$ cat src/hdl/eepx_mul.sv
// ----------------------------------------------------------------------------
// eepx_mul
// Pipelined signed multiplier, one DIG-bit digit of b per stage.
// ----------------------------------------------------------------------------
module eepx_mul #(
  parameter int AW  = 16,
  parameter int BW  = 16,
  parameter int DIG = 16
) (
  input  logic                    clk,
  input  logic                    en,
  input  logic signed [AW-1:0]    a,
  input  logic signed [BW-1:0]    b,
  output logic signed [AW+BW-1:0] p
);

  localparam int ND  = (BW + DIG - 1) / DIG;
  localparam int BPW = ND * DIG;
  localparam int PW  = AW + BW;

  logic signed [BPW-1:0] b_ext;
  logic signed [AW-1:0]  a_pipe [ND];
  logic signed [BPW-1:0] b_pipe [ND];
  logic signed [PW-1:0]  acc    [ND];

  assign b_ext = BPW'(b);

  for (genvar k = 0; k < ND; k++) begin : g_stage
    logic signed [AW-1:0]  a_src;
    logic signed [BPW-1:0] b_src;
    logic signed [PW-1:0]  acc_src;
    logic [DIG-1:0]        dig;
    logic signed [DIG:0]   dig_s;
    logic signed [AW+DIG:0] pp;

    if (k == 0) begin : g_first
      assign a_src   = a;
      assign b_src   = b_ext;
      assign acc_src = '0;
    end else begin : g_next
      assign a_src   = a_pipe[k-1];
      assign b_src   = b_pipe[k-1];
      assign acc_src = acc[k-1];
    end

    assign dig = b_src[k*DIG +: DIG];
    // top digit carries the sign of b
    if (k == ND - 1) begin : g_top
      assign dig_s = {dig[DIG-1], dig};
    end else begin : g_low
      assign dig_s = {1'b0, dig};
    end

    assign pp = a_src * dig_s;

    always_ff @(posedge clk) begin
      if (en) begin
        acc[k] <= acc_src + (PW'(pp) <<< (k * DIG));
      end
    end

    if (k < ND - 1) begin : g_pipe
      always_ff @(posedge clk) begin
        if (en) begin
          a_pipe[k] <= a_src;
          b_pipe[k] <= b_src;
        end
      end
    end
  end

  assign p = acc[ND-1];

endmodule
$ cat config.mk
export PLATFORM = sky130hd
export DESIGN_NAME = eepx_mul
export DESIGN_NICKNAME = d
export VERILOG_FILES = /design/src/hdl/eepx_mul.sv
export SDC_FILE = /design/constraint.sdc
export NUM_CORES = 1
export LEC_CHECK = 0
export BUFFER_PORTS_ARGS = -buffer_cell sky130_fd_sc_hd__buf_4
export CAP_MARGIN = 20
export CELL_PAD_IN_SITES_DETAIL_PLACEMENT = 1
export CELL_PAD_IN_SITES_GLOBAL_PLACEMENT = 1
export CORE_UTILIZATION = 45
export CTS_CLUSTER_DIAMETER = 80
export DETAILED_ROUTE_END_ITERATION = 8
export PLACE_DENSITY_LB_ADDON = 0.1
export SLEW_MARGIN = 20
export SYNTH_ARGS = -nofsm -noshare
export SYNTH_HDL_FRONTEND = slang
export SYNTH_SLANG_ARGS = --single-unit
$ cat constraint.sdc
create_clock -name clk -period 8.8 [get_ports clk]
set_clock_uncertainty 0.2 [all_clocks]
set_input_delay 0.44 -clock clk [delete_from_list [all_inputs] [get_ports clk]]
set_output_delay 0.44 -clock clk [all_outputs]
set_load 0.1 [all_outputs]
==> results_dict.tcl <==
set metrics [dict create \
    final_max_slew_viol_count 0 \
    ys_seq_area_share_pct 8.86 \
    drt-pass1-iter-count 4 \
    antenna_found_initial 0 \
    dieArea_mm2 0.0247 \
    portBuffers 65 \
    tightestPinTransition_ps 629 \
    timing.final.crit_share_pct 72.0 \
    grtUsageTotal_pct 23.3 \
    post-dp-hpwl_um 22700 \
    cap_violations 0 \
    cts_made_buffers 5 \
    max_slew_margin_pct 57.8 \
    num_vias 7415 \
    ys_ff_latch 32 \
    required_ps 8620 \
    routed_via_density 5.02 \
    crit_arrival_ps 6150 \
    io_pins 66 \
    post_cts_buffers 0 \
    area_growth_pct 8.41 \
    ys_warn_count 0 \
    wl_um 26200 \
    synth-edff-count 32 \
    core_mm2 0.0235 \
    cts_hold_buf 0 \
    cts_sinks 32 \
    critPathMaxFanout 16 \
    layout_common_cells "287 x inv_1, 262 x fa_1, 131 x nand2_1" \
    grt-ovfl-total 0 \
    fillers 2709 \
    ant_nets 0 \
    tns_ps 0 \
    end_kind "flop" \
    wl_per_cell_um 17.7 \
    syn-mean-instance-area_um2 9.67 \
    fin_nets 1536 \
    synthFlopType "edfxtp_1" \
    hold_class "input pin to flop" \
    syn_inst 1122 \
    layout_commonest_cell "inv_1" \
    grt_pass1_wl_um 43500 \
    layout_min_cycle_time_ps 6330 \
    cts_tree "done" \
    finalSetupViolCount 0 \
    die_h_um 157 \
    cts_buffer_depth 2 \
    initial_core_util_pct 46.1 \
    remaining_drc_errors 0 \
    synth_area_mm2 0.0108 \
    max_freq_mhz 158 \
    grt_start_max_net_pins 33 \
    clk_pin_slew_ps 50 \
    syn_nets 1500 \
    hold_depth 1 \
    top_regs "acc: 32 flops" \
    largest_reg_flops 32 \
    n_antenna_cell 0 \
    cts-resized-gates 0 \
    layout-drive-gt1-share_pct 7.16 \
    die-width_um 157 \
    critPathLaunchType "input pin" \
    regMostFlops "acc" \
    hold_viol_final 0 \
    drt_iter0_drc 250 \
    cts_htree_levels 2 \
    synth_cell_types 40 \
    grt_pass1_vias 8416 \
    placementRows 56 \
    finalWeightedCongestion 0.845 \
    async_flop_share_pct 0 \
    clockRootBuffer "clkbuf_16" \
    worstSetupPathType "input pin to flop" \
    rsz0062_at_grt "no" \
    status "completed" \
]
## worst max-delay path: stages
cell	delay [ps]
buf_4	180
nand2_1	120
inv_1	90
fa_1	650
fa_1	840
fa_1	520
fa_1	510
fa_1	490
inv_1	50
fa_1	470
inv_1	40
ha_1	340
and3_1	250
and3_1	210
nand2_1	70
and3_1	190
a21oi_1	100
nor3_1	280
a21oi_1	140
xor2_1	160
## kinds of logic after synthesis
family | Yosys count | synth area share, %
xor+xnor | 36 | 2.91
buf+inv | 323 | 11.2
compound gates | 80 | 5.08
simple gates | 307 | 14.2
fa+ha+maj | 344 | 57.8
flops | 32 | 8.86
## per-layer routing
metal | vias to the layer above | GRT usage, % | routed length [um]
li1 | 3361 | - | -
met1 | 3926 | 27.7 | 10100
met2 | 96 | 44.7 | 14800
met3 | 32 | 2.15 | 538
met4 | 0 | 5.92 | 714
met5 | - | 0 | 0
## Yosys cell counts (6+ instances only)
library cell,n,area share [%]
inv_1,287,9.9
fa_1,262,48
nand2_1,131,4.5
and2_1,122,7.0
ha_1,82,9.5
edfxtp_1,32,8.9
clkbuf_1,31,1.1
nor2_1,26,0.90
xnor2_1,26,2.1
a21oi_1,23,1.1
a21o_1,18,1.2
xor2_1,10,0.81
o21ai_0,9,0.42
nand2b_1,6,0.35
## path summary, 6_finish.rpt
kind,start,end,slack [ps]
worst max-delay path,a[15],acc[0][30],2470
worst min-delay path,en,acc[0][29],420
## stage by stage
step | cells | cell area [um2] | hold WS (ps) | util, % | worst slack (ps)
after floorplan | 1122 | 10800 | 352 | - | 2680
after global placement | 1470 | 11600 | 707 | 49.3 | 2350
after detailed placement | 1470 | 11600 | 715 | 49.3 | 2120
after CTS | 1478 | 11800 | 428 | 50.0 | 2410
after global routing | 1478 | 11800 | 434 | 50.0 | 2100
final | 1478 | 11800 | 425 | 50.0 | 2470
## final cells by class
class                      count  area (um2)  area share, %
timing repair buffer          65         488           4.15
tap                          319         399           3.39
clock buffer                   5         125           1.06
multi-input combinational    767        8670           73.7
sequential                    32         961           8.17
inverter                     287        1080           9.16
clock inverter                 3        37.5          0.319
Power is left out: the tool's default activity adds up to more than one toggle a clock period on the data nets, which glitch-free logic cannot reach.
